<file path="config.mk">
export PLATFORM = sky130hd
export DESIGN_NAME = bms_info_frame_parser_unit
export DESIGN_NICKNAME = d
export VERILOG_FILES = /design/src/bmsifp_pkg.sv /design/src/bmsifp_ctrl.sv /design/src/bmsifp_dp.sv /design/src/bms_info_frame_parser_unit.sv
export VERILOG_INCLUDE_DIRS = /design/src /design/src/src
export SDC_FILE = /design/constraint.sdc
export NUM_CORES = 1
export LEC_CHECK = 0
export BUFFER_PORTS_ARGS = -buffer_cell sky130_fd_sc_hd__buf_2
export CAP_MARGIN = 0
export CORE_ASPECT_RATIO = 0.8
export CORE_MARGIN = 1
export CORE_UTILIZATION = 63
export DETAILED_ROUTE_END_ITERATION = 10
export GPL_ROUTABILITY_DRIVEN = 0
export MAX_ROUTING_LAYER = met4
export PLACE_DENSITY = 0.85
export SYNTH_ARGS = -nofsm -noshare
export SYNTH_HDL_FRONTEND = slang
export SYNTH_SLANG_ARGS = --single-unit
</file>
<file path="constraint.sdc">
create_clock -name clk -period 4.1 [get_ports clk]
set_input_delay 0.82 -clock clk [delete_from_list [all_inputs] [get_ports clk]]
set_output_delay 0.82 -clock clk [all_outputs]
set_load 0.02 [all_outputs]
</file>
<file path="src/bms_info_frame_parser_unit_defines.svh">
// Assertion macros shared by the frame parser modules.
// Depends on nothing; expects clk and rst_n in the scope of each use.
`ifndef BMS_INFO_FRAME_PARSER_UNIT_DEFINES_SVH
`define BMS_INFO_FRAME_PARSER_UNIT_DEFINES_SVH

// same-cycle implication
`define BMSIFP_ASSERT_IMP(lbl, cond, prop) \
  lbl: assert property (@(posedge clk) disable iff (!rst_n) (cond) |-> (prop)) \
    else $error("bmsifp: same-cycle check failed");

// next-cycle implication
`define BMSIFP_ASSERT_NXT(lbl, cond, prop) \
  lbl: assert property (@(posedge clk) disable iff (!rst_n) (cond) |=> (prop)) \
    else $error("bmsifp: next-cycle check failed");

`endif

</file>
<file path="src/bmsifp_pkg.sv">
// Types, constants and decode functions of the info frame parser.
// Used by bmsifp_ctrl, bmsifp_dp and the top level; depends on nothing.
package bmsifp_pkg;

  localparam int STORE_BYTES_DEF = 64;
  localparam int MAX_SENSORS_DEF = 8;

  localparam int HELD_W = 17;

  localparam logic [7:0]        HDR_START   = 8'hDD;
  localparam logic [7:0]        HDR_CMD     = 8'h03;
  localparam logic [HELD_W-1:0] FRAME_OVHD  = 17'd7;
  localparam logic [HELD_W-1:0] MIN_FRAME   = 17'd40;
  localparam logic [HELD_W-1:0] HDR_BYTES   = 17'd4;
  localparam logic [16:0]       YEAR_BASE   = 17'd2000;
  localparam logic [16:0]       TEMP_OFFSET = 17'd2731;
  localparam logic [6:0]        TEMP_BASE   = 7'd27;

  typedef enum logic [3:0] {
    KIND_VOLT     = 4'd0,
    KIND_CURRENT  = 4'd1,
    KIND_REMAIN   = 4'd2,
    KIND_FULL     = 4'd3,
    KIND_CYCLES   = 4'd4,
    KIND_YEAR     = 4'd5,
    KIND_MONTH    = 4'd6,
    KIND_DAY      = 4'd7,
    KIND_BALANCE  = 4'd8,
    KIND_PROTECT  = 4'd9,
    KIND_SOC      = 4'd10,
    KIND_CELLS    = 4'd11,
    KIND_SENSORS  = 4'd12,
    KIND_TEMP     = 4'd13
  } kind_t;

  typedef enum logic [2:0] {
    ST_IDLE,
    ST_CHECK,
    ST_FETCH_HI,
    ST_FETCH_LO,
    ST_BUILD
  } state_t;

  // controller -> datapath
  typedef struct packed {
    logic store;   // write the accepted word, bump the count
    logic clear;   // empty the frame
    logic start;   // rewind field sequencer
    logic rd_hi;   // read high byte of the current field
    logic rd_lo;   // read low byte of the current field
    logic build;   // load the result register
    logic next;    // step to the next field
  } cmd_t;

  // datapath -> controller
  typedef struct packed {
    logic ge4;
    logic hdr_ok;
    logic complete;
    logic big;
    logic last;
    logic out_free;
  } sts_t;

  // Word address of each fixed field; single-byte fields fetch the word
  // ending at that byte and use its low half.
  function automatic logic [6:0] fetch_base(kind_t kind);
    logic [6:0] a;
    unique case (kind)
      KIND_VOLT:    a = 7'd4;
      KIND_CURRENT: a = 7'd6;
      KIND_REMAIN:  a = 7'd8;
      KIND_FULL:    a = 7'd10;
      KIND_CYCLES:  a = 7'd12;
      KIND_YEAR,
      KIND_MONTH,
      KIND_DAY:     a = 7'd14;
      KIND_BALANCE: a = 7'd16;
      KIND_PROTECT: a = 7'd18;
      KIND_SOC:     a = 7'd21;
      KIND_CELLS:   a = 7'd24;
      KIND_SENSORS: a = 7'd25;
      default:      a = TEMP_BASE;
    endcase
    return a;
  endfunction

endpackage

</file>
<file path="src/bmsifp_ctrl.sv">
// Controller of the info frame parser: sequences store, check and field fetch.
// Depends on bmsifp_pkg and bms_info_frame_parser_unit_defines.svh.
`include "bms_info_frame_parser_unit_defines.svh"

module bmsifp_ctrl (
  input  logic               clk,
  input  logic               rst_n,
  input  logic               in_valid,
  input  logic               in_chunk_end,
  output logic               in_ready,
  input  bmsifp_pkg::sts_t   sts,
  output bmsifp_pkg::cmd_t   cmd
);

  bmsifp_pkg::state_t state_r, state_nxt;

  logic parse_ok;
  assign parse_ok = sts.ge4 && sts.hdr_ok && sts.complete && sts.big;

  always_ff @(posedge clk) begin
    if (!rst_n) begin
      state_r <= bmsifp_pkg::ST_IDLE;
    end else begin
      state_r <= state_nxt;
    end
  end

  always_comb begin
    state_nxt = state_r;
    unique case (state_r)
      bmsifp_pkg::ST_IDLE: begin
        if (in_valid && in_chunk_end) state_nxt = bmsifp_pkg::ST_CHECK;
      end
      bmsifp_pkg::ST_CHECK: begin
        state_nxt = parse_ok ? bmsifp_pkg::ST_FETCH_HI : bmsifp_pkg::ST_IDLE;
      end
      bmsifp_pkg::ST_FETCH_HI: state_nxt = bmsifp_pkg::ST_FETCH_LO;
      bmsifp_pkg::ST_FETCH_LO: state_nxt = bmsifp_pkg::ST_BUILD;
      bmsifp_pkg::ST_BUILD: begin
        if (sts.out_free) begin
          state_nxt = sts.last ? bmsifp_pkg::ST_IDLE : bmsifp_pkg::ST_FETCH_HI;
        end
      end
      default: state_nxt = bmsifp_pkg::ST_IDLE;
    endcase
  end

  always_comb begin
    cmd      = '0;
    in_ready = 1'b0;
    unique case (state_r)
      bmsifp_pkg::ST_IDLE: begin
        in_ready  = 1'b1;
        cmd.store = in_valid;
      end
      bmsifp_pkg::ST_CHECK: begin
        // bad header, or a complete frame too short to parse: drop it
        cmd.clear = sts.ge4 && (!sts.hdr_ok || (sts.complete && !sts.big));
        cmd.start = parse_ok;
      end
      bmsifp_pkg::ST_FETCH_HI: cmd.rd_hi = 1'b1;
      bmsifp_pkg::ST_FETCH_LO: cmd.rd_lo = 1'b1;
      bmsifp_pkg::ST_BUILD: begin
        cmd.build = sts.out_free;
        cmd.clear = sts.out_free && sts.last;
        cmd.next  = sts.out_free && !sts.last;
      end
      default: ;
    endcase
  end

  `BMSIFP_ASSERT_IMP(a_check_after_idle, state_r == bmsifp_pkg::ST_CHECK, $past(state_r) == bmsifp_pkg::ST_IDLE)
  `BMSIFP_ASSERT_IMP(a_lo_after_hi, state_r == bmsifp_pkg::ST_FETCH_LO, $past(state_r) == bmsifp_pkg::ST_FETCH_HI)
  `BMSIFP_ASSERT_NXT(a_build_waits, (state_r == bmsifp_pkg::ST_BUILD) && !sts.out_free, state_r == bmsifp_pkg::ST_BUILD)

endmodule

</file>
<file path="src/bmsifp_dp.sv">
// Datapath of the info frame parser: frame store, count, header, field decode.
// Depends on bmsifp_pkg and bms_info_frame_parser_unit_defines.svh.
`include "bms_info_frame_parser_unit_defines.svh"

module bmsifp_dp #(
  parameter int STORE_BYTES = bmsifp_pkg::STORE_BYTES_DEF,
  parameter int MAX_SENSORS = bmsifp_pkg::MAX_SENSORS_DEF
) (
  input  logic                clk,
  input  logic                rst_n,
  input  logic [7:0]          in_data_byte,
  input  bmsifp_pkg::cmd_t    cmd,
  output bmsifp_pkg::sts_t    sts,
  output logic                out_valid,
  input  logic                out_ready,
  output logic [3:0]          out_item_kind,
  output logic signed [16:0]  out_value,
  output logic [4:0]          out_sensor_index,
  output logic                out_last
);

  localparam int                                IDX_W     = $clog2(STORE_BYTES);
  localparam logic [8:0]                        STORE_LIM = 9'(STORE_BYTES);
  localparam logic [bmsifp_pkg::HELD_W-1:0]     STORE_CNT = bmsifp_pkg::HELD_W'(STORE_BYTES);
  localparam logic [7:0]                        MAX_B     = 8'(MAX_SENSORS);
  localparam logic [5:0]                        MAX_6     = 6'(MAX_SENSORS);

  logic [7:0] mem [STORE_BYTES];

  logic [bmsifp_pkg::HELD_W-1:0] held_r;
  logic [7:0]                    hdr_r [4];
  bmsifp_pkg::kind_t             kind_r;
  logic [4:0]                    sens_r;
  logic [5:0]                    lim_r;
  logic [7:0]                    rd_data_r;
  logic [7:0]                    hi_r;

  logic                          out_valid_r;
  bmsifp_pkg::kind_t             out_kind_r;
  logic signed [16:0]            out_value_r;
  logic [4:0]                    out_index_r;
  logic                          out_last_r;

  logic [6:0]  word_addr;
  logic [6:0]  rd_addr;
  logic [8:0]  rd_addr_x;
  logic [15:0] word;
  logic [16:0] value_now;
  logic [5:0]  lim_now;
  logic        more_temps;
  logic        last_now;

  // ---- store and count ----
  always_ff @(posedge clk) begin
    if (cmd.store && (held_r < STORE_CNT)) begin
      mem[held_r[IDX_W-1:0]] <= in_data_byte;
    end
    if (cmd.rd_hi || cmd.rd_lo) begin
      rd_data_r <= (rd_addr_x < STORE_LIM) ? mem[rd_addr_x[IDX_W-1:0]] : 8'd0;
    end
  end

  always_ff @(posedge clk) begin
    if (cmd.store && (held_r < bmsifp_pkg::HDR_BYTES)) begin
      hdr_r[held_r[1:0]] <= in_data_byte;
    end
    if (cmd.rd_lo) hi_r <= rd_data_r;
  end

  always_ff @(posedge clk) begin
    if (!rst_n) begin
      held_r <= '0;
    end else if (cmd.clear) begin
      held_r <= '0;
    end else if (cmd.store && (held_r != '1)) begin
      held_r <= held_r + 1'b1;
    end
  end

  assign sts.ge4      = held_r >= bmsifp_pkg::HDR_BYTES;
  assign sts.hdr_ok   = (hdr_r[0] == bmsifp_pkg::HDR_START) && (hdr_r[1] == bmsifp_pkg::HDR_CMD);
  assign sts.complete = held_r >= (bmsifp_pkg::FRAME_OVHD +
                                   bmsifp_pkg::HELD_W'({hdr_r[2], hdr_r[3]}));
  assign sts.big      = held_r >= bmsifp_pkg::MIN_FRAME;

  // ---- field sequencer ----
  always_ff @(posedge clk) begin
    if (!rst_n) begin
      kind_r <= bmsifp_pkg::KIND_VOLT;
      sens_r <= '0;
    end else if (cmd.start) begin
      kind_r <= bmsifp_pkg::KIND_VOLT;
      sens_r <= '0;
    end else if (cmd.next) begin
      if (kind_r == bmsifp_pkg::KIND_TEMP) sens_r <= sens_r + 1'b1;
      else kind_r <= bmsifp_pkg::kind_t'(kind_r + 4'd1);
    end
  end

  always_ff @(posedge clk) begin
    if (cmd.build && (kind_r == bmsifp_pkg::KIND_SENSORS)) lim_r <= lim_now;
  end

  assign word_addr = (kind_r == bmsifp_pkg::KIND_TEMP)
                   ? bmsifp_pkg::TEMP_BASE + 7'({sens_r, 1'b0})
                   : bmsifp_pkg::fetch_base(kind_r);
  assign rd_addr   = cmd.rd_lo ? word_addr + 7'd1 : word_addr;
  assign rd_addr_x = 9'(rd_addr);

  // ---- field decode ----
  assign word    = {hi_r, rd_data_r};
  assign lim_now = (rd_data_r < MAX_B) ? rd_data_r[5:0] : MAX_B[5:0];

  always_comb begin
    case (kind_r)
      bmsifp_pkg::KIND_CURRENT: value_now = {word[15], word};
      bmsifp_pkg::KIND_YEAR:    value_now = 17'(word[15:9]) + bmsifp_pkg::YEAR_BASE;
      bmsifp_pkg::KIND_MONTH:   value_now = 17'(word[8:5]);
      bmsifp_pkg::KIND_DAY:     value_now = 17'(word[4:0]);
      bmsifp_pkg::KIND_SOC,
      bmsifp_pkg::KIND_CELLS,
      bmsifp_pkg::KIND_SENSORS: value_now = 17'(rd_data_r);
      bmsifp_pkg::KIND_TEMP:    value_now = {1'b0, word} - bmsifp_pkg::TEMP_OFFSET;
      default:                  value_now = {1'b0, word};
    endcase
  end

  // another sensor follows if within the limit and its word is fully held
  always_comb begin
    case (kind_r)
      bmsifp_pkg::KIND_SENSORS:
        more_temps = (lim_now != 6'd0) &&
                     (bmsifp_pkg::HELD_W'(bmsifp_pkg::TEMP_BASE) + 17'd1 < held_r);
      bmsifp_pkg::KIND_TEMP:
        more_temps = (({1'b0, sens_r} + 6'd1) < lim_r) &&
                     (bmsifp_pkg::HELD_W'(bmsifp_pkg::TEMP_BASE) +
                      bmsifp_pkg::HELD_W'({sens_r, 1'b0}) + 17'd3 < held_r);
      default:
        more_temps = 1'b1;
    endcase
  end

  assign last_now = !more_temps;
  assign sts.last = last_now;

  // ---- result register ----
  assign sts.out_free = !out_valid_r || out_ready;

  always_ff @(posedge clk) begin
    if (!rst_n) begin
      out_valid_r <= 1'b0;
    end else if (cmd.build) begin
      out_valid_r <= 1'b1;
    end else if (out_ready) begin
      out_valid_r <= 1'b0;
    end
  end

  always_ff @(posedge clk) begin
    if (cmd.build) begin
      out_kind_r  <= kind_r;
      out_value_r <= value_now;
      out_index_r <= (kind_r == bmsifp_pkg::KIND_TEMP) ? sens_r : 5'd0;
      out_last_r  <= last_now;
    end
  end

  assign out_valid        = out_valid_r;
  assign out_item_kind    = out_kind_r;
  assign out_value        = out_value_r;
  assign out_sensor_index = out_index_r;
  assign out_last         = out_last_r;

  `BMSIFP_ASSERT_NXT(a_held_grows, !cmd.clear, held_r >= $past(held_r))
  `BMSIFP_ASSERT_IMP(a_last_kind, out_valid_r && out_last_r, (out_kind_r == bmsifp_pkg::KIND_SENSORS) || (out_kind_r == bmsifp_pkg::KIND_TEMP))
  `BMSIFP_ASSERT_IMP(a_temp_index, out_valid_r && (out_kind_r == bmsifp_pkg::KIND_TEMP), {1'b0, out_index_r} < MAX_6)

endmodule

</file>
<file path="src/bms_info_frame_parser_unit.sv">
// Input: a word without chunk end is stored as it is taken; a chunk-end word is
// stored, then the header/length check against the held count follows.
// After the check, a parsed frame gives 13 + up to MAX_SENSORS results, each read
// through the single read port of the frame store (high byte, low byte, build);
// build waits on a full result register; no word is taken until the last is built.
// Reset: synchronous, clears byte count, sequencer and output valid; no clearing pass.
//
// Top level of the battery-monitor basic-info reply parser.
// Depends on bmsifp_pkg, bmsifp_ctrl and bmsifp_dp.
module bms_info_frame_parser_unit #(
  parameter int STORE_BYTES = bmsifp_pkg::STORE_BYTES_DEF,
  parameter int MAX_SENSORS = bmsifp_pkg::MAX_SENSORS_DEF
) (
  input  logic                clk,
  input  logic                rst_n,

  // reply words in
  input  logic                in_valid,
  output logic                in_ready,
  input  logic [7:0]          in_data_byte,
  input  logic                in_chunk_end,

  // decoded fields out
  output logic                out_valid,
  input  logic                out_ready,
  output logic [3:0]          out_item_kind,
  output logic signed [16:0]  out_value,
  output logic [4:0]          out_sensor_index,
  output logic                out_last
);

  // Controller owns the handshake on the input side and walks the fields;
  // datapath holds the store, the count, the header bytes and the result
  // register, which lets a new frame start while the last result waits.
  bmsifp_pkg::cmd_t cmd;
  bmsifp_pkg::sts_t sts;

  bmsifp_ctrl u_ctrl (
    .clk          (clk),
    .rst_n        (rst_n),
    .in_valid     (in_valid),
    .in_chunk_end (in_chunk_end),
    .in_ready     (in_ready),
    .sts          (sts),
    .cmd          (cmd)
  );

  bmsifp_dp #(
    .STORE_BYTES (STORE_BYTES),
    .MAX_SENSORS (MAX_SENSORS)
  ) u_dp (
    .clk              (clk),
    .rst_n            (rst_n),
    .in_data_byte     (in_data_byte),
    .cmd              (cmd),
    .sts              (sts),
    .out_valid        (out_valid),
    .out_ready        (out_ready),
    .out_item_kind    (out_item_kind),
    .out_value        (out_value),
    .out_sensor_index (out_sensor_index),
    .out_last         (out_last)
  );

endmodule
</file>
Yosys cells after proc, flatten, opt, wreduce, memory -nomap -nowiden
Memories as Yosys holds them, arrays and structs flattened. A register that Yosys moved wholly into a read port is not among the register bits.
Index checks and enable logic that the tools add are counted.
{"block": "word_totals", "mem_count": 3, "romBits": 80, "mem_bits_rw": 544, "word_cells": 111, "out_inout_bits": 29, "reg_bits": 71}
{"block": "classes", "n_lt_le_gt_ge": 10, "n_mux": 25, "eq_ne": 17, "n_reduce_logical": 32, "n_addsub": 11, "bitwise_logic": 2}
{"memory": "u_dp.mem", "depth": 64, "word_bits": 8, "rd": 1, "rd_ports_with_merged_regs": 1, "write_ports": 1, "line": "bmsifp_dp.sv:28", "text": "logic [7:0] mem [STORE_BYTES];"}
{"memory": "(name not given)", "depth": 16, "word_bits": 5, "rd": 1, "rd_ports_with_merged_regs": 1, "write_ports": 0, "line": "bmsifp_pkg.sv:69", "text": "unique case (kind)"}
{"memory": "u_dp.hdr_r", "depth": 4, "word_bits": 8, "rd": 4, "rd_ports_with_merged_regs": 0, "write_ports": 1, "line": "bmsifp_dp.sv:31", "text": "logic [7:0] hdr_r [4];"}
{"op": "case mux 17 bit (6 select lines)", "count": 1}
{"op": "adder 17 x 1 -> 17 bit (second input constant)", "count": 1}
{"op": "adder 17 x 2 -> 17 bit (second input constant)", "count": 1}
{"op": "adder 3 x 16 -> 17 bit (first input constant)", "count": 1}
{"op": ">= comparator 17 bit", "count": 1}
{"op": ">= comparator 17 x 3 -> 1 bit (second input constant)", "count": 1}
{"op": ">= comparator 17 x 6 -> 1 bit (second input constant)", "count": 1}
{"op": "< comparator 17 bit", "count": 1}
{"op": "< comparator 17 x 3 -> 1 bit (second input constant)", "count": 1}
{"op": "< comparator 17 x 7 -> 1 bit (second input constant)", "count": 1}
{"op": "< comparator 5 x 17 -> 1 bit (first input constant)", "count": 1}
{"op": "!= test 17 bit (second input constant)", "count": 1}
{"op": "subtractor 16 x 12 -> 17 bit (second input constant)", "count": 1}
{"op": "== test 4 bit (second input constant)", "count": 4}
{"op": "logical AND 1 bit", "count": 15}
{"op": "case mux 3 bit (5 select lines)", "count": 1}
{"op": "adder 5 x 6 -> 7 bit (first input constant)", "count": 2}
{"op": "2-to-1 mux 7 bit", "count": 2}
{"op": "adder 7 x 11 -> 12 bit (second input constant)", "count": 1}
{"op": "== test 4 x 3 -> 1 bit (second input constant)", "count": 3}
{"op": "2-to-1 mux 1 bit", "count": 11}
{"op": "== test 8 x 2 -> 1 bit (second input constant)", "count": 1}
{"op": "== test 8 bit (second input constant)", "count": 1}
{"op": "< comparator 8 x 4 -> 1 bit (second input constant)", "count": 1}
{"op": "other kinds (25)", "count": 42}

Longest topological paths before layout
Gate-level depths: netlist of run 1.
{"block": "depth", "word_depth": 10, "mapped_depth": 20, "mapped_depth_nobuf": 17}

By module
Synthesis of run 1 repeated with hierarchy kept, for this count alone.
{"block": "unflattened", "cells_unflattened": 1513, "area_unflattened_um2": 26365.3}
{"mod": "bmsifp_dp", "cells_per_inst": 1486, "n_inst": 1, "area_per_inst_um2": 26137.6}
{"mod": "bmsifp_ctrl", "cells_per_inst": 27, "n_inst": 1, "area_per_inst_um2": 227.7}

Worst setup path before layout of run 1
Ideal clock, no wire load.
{"block": "synth_timing", "path_type": "register to register", "from": "register u_dp.sens_r[1]", "to": "register u_dp.sens_r[4]", "setup_time_ns": 0.115, "n_path_buf": 1, "setup_slack_ns": 0.459, "t_required_ns": 3.985, "path_stages_with_launch": 19, "synth_period_minus_slack_ns": 3.641, "arrival_ns": 3.526, "cell_sequence": "dfxtp_1 > ha_1 > buf_2 > xnor2_1 > ha_1 > inv_1 > o21ai_0 > nand2_1 > nand3_1 > ha_1 > a21oi_1 > nor2b_1 > a2111oi_0 > a211o_1 > a31oi_1 > nor4_1 > nand4_1 > xor2_1 > nor2_1"}
{"block": "synth_via", "elab_chain_cells": 8, "elab_cells_between_ends": 11, "cone_classes": "add/sub: 4; order compare: 2; mux: 2; reduce/logical: 3"}
{"item": "from (decl)", "line": "bmsifp_dp.sv:33", "text": "logic [4:0] sens_r;"}
{"item": "from (signal assigned)", "line": "bmsifp_dp.sv:95", "text": "if (kind_r == bmsifp_pkg::KIND_TEMP) sens_r <= sens_r + 1'b1;"}
{"item": "adder 5 x 6 -> 7 bit", "line": "bmsifp_dp.sv:136", "text": "(bmsifp_pkg::HELD_W'(bmsifp_pkg::TEMP_BASE) +"}
{"item": "adder 17 x 2 -> 17 bit", "line": "bmsifp_dp.sv:137", "text": "bmsifp_pkg::HELD_W'({sens_r, 1'b0}) + 17'd3 < held_r);"}
{"item": "< comparator 17 bit", "line": "bmsifp_dp.sv:137"}
{"item": "logical AND 1 bit", "line": "bmsifp_dp.sv:135", "text": "more_temps = (({1'b0, sens_r} + 6'd1) < lim_r) &&"}
{"item": "case mux 1 bit (2 select lines)", "line": "bmsifp_dp.sv:130", "text": "case (kind_r)"}
{"item": "logical AND 1 bit", "line": "bmsifp_ctrl.sv:66", "text": "cmd.next = sts.out_free && !sts.last;"}
{"item": "2-to-1 mux 2 bit", "line": "bmsifp_ctrl.sv:51", "text": "unique case (state_r)"}
{"item": "AND reduction 2 bit (no source line)"}
Parallel ways exist; a longest one is shown, timed or not.
A chain may end at the register's enable or synchronous reset.

Worst setup path after layout of run 1
{"block": "layout_timing", "from": "register u_dp.sens_r[0]", "to": "register u_dp.sens_r[4]"}
The elaborated chain is that of the path after synthesis.

==> results of run 1 <==
==> sequential cells by signal, summed over array words and instances, names as in the netlist, named ones only <==
register	cells
u_dp.out_valid	1
u_dp.out_item_kind	4
u_dp.mem	512
u_dp.hi_r	8
u_dp.out_value	17
u_dp.kind_r	4
u_dp.sens_r	5
u_dp.out_sensor_index	5
u_dp.lim_r	6
u_dp.held_r	17
u_dp.rd_data_r	8
u_dp.hdr_r	32
u_ctrl.state_r	3
u_dp.out_last	1
==> Yosys cell counts (all sizes together) (7+ instances only) <==
cell	n	area share
nor3	25	0.0051
a211oi	13	0.0039
nand3	82	0.016
edfxtp	593	0.67
xor2	22	0.0079
o21ai	42	0.0079
nand4	21	0.0049
clkbuf	24	0.0035
a32o	8	0.0030
nand2b	9	0.0021
nor2	141	0.021
and3	11	0.0026
mux4	63	0.053
ha	47	0.022
a32oi	30	0.0099
nand2	219	0.031
and2	13	0.0031
o22ai	10	0.0023
buf	59	0.015
mux2i	71	0.027
a22oi	10	0.0028
xnor2	28	0.010
a21oi	48	0.0097
a21o	14	0.0039
a31oi	18	0.0042
nor4	7	0.0019
dfxtp	35	0.026
inv	36	0.0051
==> metal layers <==
metal,track usage,wire [um],up-vias
met4,0.129,2730,0
met3,0.0930,9380,275
met2,0.495,31300,1449
li1,-,-,7196
met5,-,0,-
met1,0.433,24800,8427
==> worst max-delay path by stage <==
| stage | endpoint | slack, ps |
|---|---|---|
| floorplan | u_dp.sens_r[4] | 460 |
| global placement | u_dp.rd_data_r[1] | 230 |
| detailed placement | u_dp.rd_data_r[2] | 160 |
| CTS | u_dp.rd_data_r[1] | 130 |
| global route | u_dp.sens_r[4] | -100 |
| finish | u_dp.sens_r[4] | 110 |
==> cell families after synthesis <==
family,after synthesis
other,1
XOR/XNOR,50
multiplexers,134
flip-flops,628
buffers and inverters,121
adder cells (fa/ha/maj),47
AND/OR/NAND/NOR,557
AO/OA/AOI/OAI,248
==> metrics by stage <==
step	cell area [um^2]	TNS (ps)	power (W)	util	setup WS, ps
global route	30100	-132	0.0130	0.732	-99.1
detailed placement	28100	0	0.00740	0.683	156
global placement	28100	0	0.00739	0.683	235
finish	30100	0	0.0127	0.732	114
CTS	30000	0	0.0127	0.731	125
floorplan	26600	0	0.00725	-	459
==> critical path, delay by kind of cell, from the launching register on <==
kind	cells	cell delay [ps]
buffers and inverters	2	300
XOR/XNOR	2	480
flip-flops	1	410
AND/OR/NAND/NOR	6	790
AO/OA/AOI/OAI	5	1090
adder cells (fa/ha/maj)	3	790
==> cell type report <==
cell class                      count  share of cell area
Tap cell                          544              0.0226
Clock inverter                     36              0.0111
Sequential cell                   628               0.615
Multi-Input combinational cell   1039               0.252
Clock buffer                       72              0.0524
Antenna cell                        3            0.000249
Inverter                           38             0.00474
Timing Repair Buffer              174              0.0425
==> power by group <==
group,total (W),internal (W),switching (W)
logic,0.000215,0.0000441,0.000171
registers,0.00706,0.00704,0.0000196
clock network,0.00544,0.00310,0.00233
total,0.0127,0.0102,0.00252
==> timing repair <==
action / 4_1_cts / 5_1_grt
resized for setup: 0 / 4
endpoints found under the setup margin: 1 / 28
pin swaps: 1 / 1
setup buffers: 4 / 3
gates cloned: 0 / 0
==> results.md, run 1 <==
- Status: finished clean
- Endpoints failing setup: 0
- EDFF count, synth: 593
- Power Density: 422 nW/um^2
- Simple-gate portion of the synthesized area: 0.0957
- CTS Buffer Depth: 3
- Dpl hpwl: between 40 and 50 mm
- Drt pass-1 iters: 6
- Post-synthesis mux area share: 0.0801
- Largest net degree at the start of global routing: 60
- Synth warn: 0
- CP Launch Type: flip-flop
- Layout cells sized above 1: 0.184
- Final worst-path cycle share: 0.972
- CTS sink cnt: approximately 630
- Fin nets: about 2000
- Slowest CP cell: dfxtp_1
- Initial Utilization: 0.647
- Register area share after synthesis: 0.695
- Syn_area_per_cell: between 10 and 15 um^2
- Area grow syn2layout: 13.1%
- R2R Path End: u_dp.sens_r[4]
- Most common cell on crit path: ha_1
- HP Class: flip-flop to flip-flop
- Fmax: about 0.25 GHz
- CP arrival: between 4000 and 5000 ps
- Hold depth: 2
- Non-Filler Instances: 2534
- Critical path fanouts, max: 8
- R2R setup slack: ~110 ps
- DP Cell Count: approximately 2400
- Clock transition at path regs: roughly 60 ps
- Reg area: 18500 um^2
- I/O pins: 42
- Die ar.: approximately 43000 um^2
- Die H: 186 um
- WS Path Type: flip-flop to flip-flop
- Core area: 41100 um^2
- CTS Buf Count: slightly below 60
- Commonest non-fill, non-tap cell in the layout: edfxtp_1
- P_leak: roughly 10 nW
- Ys async rst share: 0
- Tightest Pin Transition: between 1000 and 1500 ps
- Via Count: 17300
- Core Rows: 66
- Critical path endpoint category: flip-flop
- Multi-input gate area: between 7000 and 8000 um^2
- Final Hold Viols: 0
- Ys flop type: edfxtp_1
- R2R depth: 18
- Post-CTS Hold Buffers: 0
- Worst stage delay on the critical path: between 400 and 500 ps
- Crit path cell chain: ha_1 -> xnor2_2 -> ha_1 -> inv_1 -> o21ai_0 -> nand2_1 -> nand3_1 -> ha_1 -> a21oi_1 -> nor2b_1 -> a2111oi_0 -> a211o_1 -> a31oi_1 -> nor4_1 -> buf_4 -> nand4_1 -> xor2_1 -> nor2_1
- Post-synthesis cell type count: 82
- Routed Antenna Nets: 0
- RR Startpoint: u_dp.sens_r[0]
- Hold Crit Endpoint: u_dp.out_valid
- Clk_skew: between 10 and 15 ps
- Detailed Route WL: 68.3 mm
- Launch point of the worst path: u_dp.sens_r[0]
- Tmin final: approximately 4000 ps
- Die X: 232 um
- Vias in the first global route: ~17000
- Starting DRT DRC Count: 2618
- Port buffer count: 41
- First-pass GRT wire length: ~100 mm
- DRC Markers: 0
- CTS tree: done
- Initial antenna violation count: 3
- Worst Path Required: roughly 4600 ps
- Final Hold Slack: around 540 ps
- Clock latency on the worst-skew pair: 600 ps
- Relative slew slack: 0.135
- Post-synthesis adder-cell area fraction: 0.0221
- Cells after Synth: 1786
- Routed len/inst: roughly 27 um
- RSZ-0062 raised after global routing: yes
- Yosys reg bits: roughly 630
- Total Routing Usage GR: 0.331
- Largest family of logic cells by synthesized area: simple AND/OR/NAND/NOR gates
- Vias/cell: 6.85
- Fillers: ~2400
- Mapped cell area: roughly 27000 um^2
- VDD IR max: slightly above 0.4 mV
- Clock H-tree levels: 2
- Post-synthesis xor/xnor area fraction: 0.0181
- Compound-Gate Fraction of Synth Area: 0.0652
- Most frequent cells in the layout: edfxtp_1 (593), nand2_1 (218), nor2_1 (132)
- Root Driver: clkbuf_16
- Hold Crit Start: u_dp.out_valid
- Final Max Slew Viols: 0
- Max Cap Viol: 0
- Grt ovf: 0
(Power assumes the default switching activity.)
==> run 2, diff against run 1 <==
--- a/config.mk
+++ b/config.mk
@@ -6,7 +6,7 @@
 export SDC_FILE = /design/constraint.sdc
 export NUM_CORES = 1
 export LEC_CHECK = 0
-export BUFFER_PORTS_ARGS = -buffer_cell sky130_fd_sc_hd__buf_2
+export BUFFER_PORTS_ARGS = -buffer_cell sky130_fd_sc_hd__buf_4
 export CAP_MARGIN = 0
 export CORE_ASPECT_RATIO = 0.8
 export CORE_MARGIN = 1
==> run 2 against run 1 <==
Compared with the run above:
- count of clock-buffer cells in the layout fell by 1
- die area unchanged
- flip-flop and latch count unchanged
- maximum frequency rose by 0.49%
- non-clock buffer count decreased by 29
- routed wire length down 2.7%
- design area is 0.72% lower
- register-to-register slack improved by 20 ps
- critical path depth fell by 5
- sequential power is essentially flat
- sequential share of layout area increased by 0.45 points
==> results.md, run 2 (same netlist as run 1, synthesis figures left out) <==
- Die X: between 200 and 250 um
- Status: finished clean
- Max Cap Viol: 0
- Uppermost routed layer: met4
- HP Class: input pin to flip-flop
- Final instance area: between 20000 and 30000 um^2
- Area grow syn2layout: 12.3%
- Detailed Route WL: about 66 mm
- Tmin final: 3970 ps
- DRC Markers: 0
- I/O pins: 42
- Relative slew slack: 0.304
- Post-CTS Hold Buffers: 0
- CTS Buffer Depth: 3
- Critical path endpoint category: flip-flop
- Layout cells sized above 1: 0.169
- Critical path fanouts, max: 29
- Most frequent cells in the layout: edfxtp_1 (593), nand2_1 (218), buf_4 (137)
- Largest net degree at the start of global routing: 69
- Initial antenna violation count: 2
- Endpoints failing setup: 0
- Fin nets: ~2000
- Drt pass-1 iters: 8
- CTS Buf Count: 57
- Max FFs per register: just over 500
- Clock transition at path regs: 60 ps
- Clock H-tree levels: 2
- Fillers: between 2000 and 2500
- Final Hold Slack: 479 ps
- Power Density: ~420 nW/um^2
- CP arrival: 4320 ps
- CP Launch Type: flip-flop
- Fmax: 0.252 GHz
- Die H: 186 um
- Core area: about 40000 um^2
- VDD IR max: between 0.3 and 0.4 mV
- Core Rows: 66
- Met3 WL: 8.43 mm
- Routed len/inst: about 27 um
- P_leak: 10.3 nW
- Grt ovf: 0
- Routed Antenna Nets: 0
- Placed Area: between 20000 and 30000 um^2
- Port buffer count: 41
- Worst Path Required: about 4500 ps
- Vias/cell: between 6 and 7
- Clk_skew: approximately 12 ps
- CTS sink cnt: ~630
- WS Path Type: flip-flop to flip-flop
- First-pass GRT wire length: between 90 and 100 mm
- Vias in the first global route: approximately 16000
- Via Count: 16900
- Root Driver: clkbuf_16
- Tightest Pin Transition: roughly 1000 ps
- WL met2: roughly 31 mm
- Final worst-path cycle share: 0.968
- Final Hold Viols: 0
- Initial Utilization: 0.647
- Total Routing Usage GR: 0.323
- CTS tree: done
- Met1 wire length: 25.4 mm
- Commonest non-fill, non-tap cell in the layout: edfxtp_1
- Final Max Slew Viols: 0
- Dpl hpwl: a little over 40 mm
- Die ar.: 43100 um^2
- Clock latency on the worst-skew pair: approximately 600 ps
- Starting DRT DRC Count: ~2700
## run 2: changes by cell type in the layout (fill, tap and decap cells not counted), sizes merged
cell	delta
buf	-29
bufinv	-2
clkbuf	-1
clkinv	-4
clkinvlp	+2
diode	-1
inv	+2
## run 2: final cells by class
cell class / instances / area (um^2) / area share
Antenna cell: 2 / 5.00 / 0.000167
Clock buffer: 71 / 1520 / 0.0509
Clock inverter: 34 / 269 / 0.00900
Inverter: 38 / 143 / 0.00477
Multi-Input combinational cell: 1039 / 7580 / 0.254
Sequential cell: 628 / 18500 / 0.619
Tap cell: 544 / 681 / 0.0228
Timing Repair Buffer: 145 / 1180 / 0.0395
## run 2: metal layers
metal,vias to the layer above,global-route usage
met5,-,-
li1,7122,-
met3,174,0.0689
met2,1292,0.485
met4,0,0.101
met1,8309,0.447
## run 2: timing repair
| action | 4_1_cts | 5_1_grt |
|---|---|---|
| gates resized for setup | 0 | 11 |
| setup endpoints to repair | 0 | 15 |
| setup buffers | 0 | 0 |
## run 2: worst paths after layout
| path | start | end | slack (ps) | cells past startpoint |
|---|---|---|---|---|
| min reg2reg | u_dp.kind_r[1] | u_dp.out_item_kind[1] | 500 | 0 |
| max reg2reg | u_dp.kind_r[0] | u_dp.rd_data_r[1] | 130 | 13 |
| max | u_dp.kind_r[0] | u_dp.rd_data_r[1] | 130 | 13 |
| min | rst_n | u_ctrl.state_r[2] | 480 | 2 |
## run 2: power breakdown
part,internal (W),switching [W],total [W],leakage (nW)
Sequential,0.00704,0.0000192,0.00706,5.62
Clock,0.00288,0.00231,0.00518,0.866
Combinational,0.0000401,0.000169,0.000209,3.79
Total,0.00995,0.00249,0.0124,10.3
## run 2: critical path, stage by stage, from the launching register on
cell and delay, ps:
dfxtp_1 460, ha_1 300, nand3_2 120, buf_4 270
a211oi_1 590, nor2_4 100, buf_12 180, buf_4 200
mux2i_1 180, nor3_1 60, or4_1 550, a21oi_1 200
a211oi_1 110, or3_1 370
## run 2: metrics by stage
| stage | setup slack (ps) | utilization | total power, W | cells | setup TNS (ps) |
|---|---|---|---|---|---|
| floorplan | 459 | - | 0.00725 | 1788 | 0 |
| global placement | 277 | 0.682 | 0.00738 | 2394 | 0 |
| detailed placement | 167 | 0.682 | 0.00740 | 2394 | 0 |
| CTS | 35.7 | 0.726 | 0.0125 | 2499 | 0 |
| global route | -11.3 | 0.727 | 0.0127 | 2501 | -14.2 |
| finish | 133 | 0.727 | 0.0124 | 2501 | 0 |
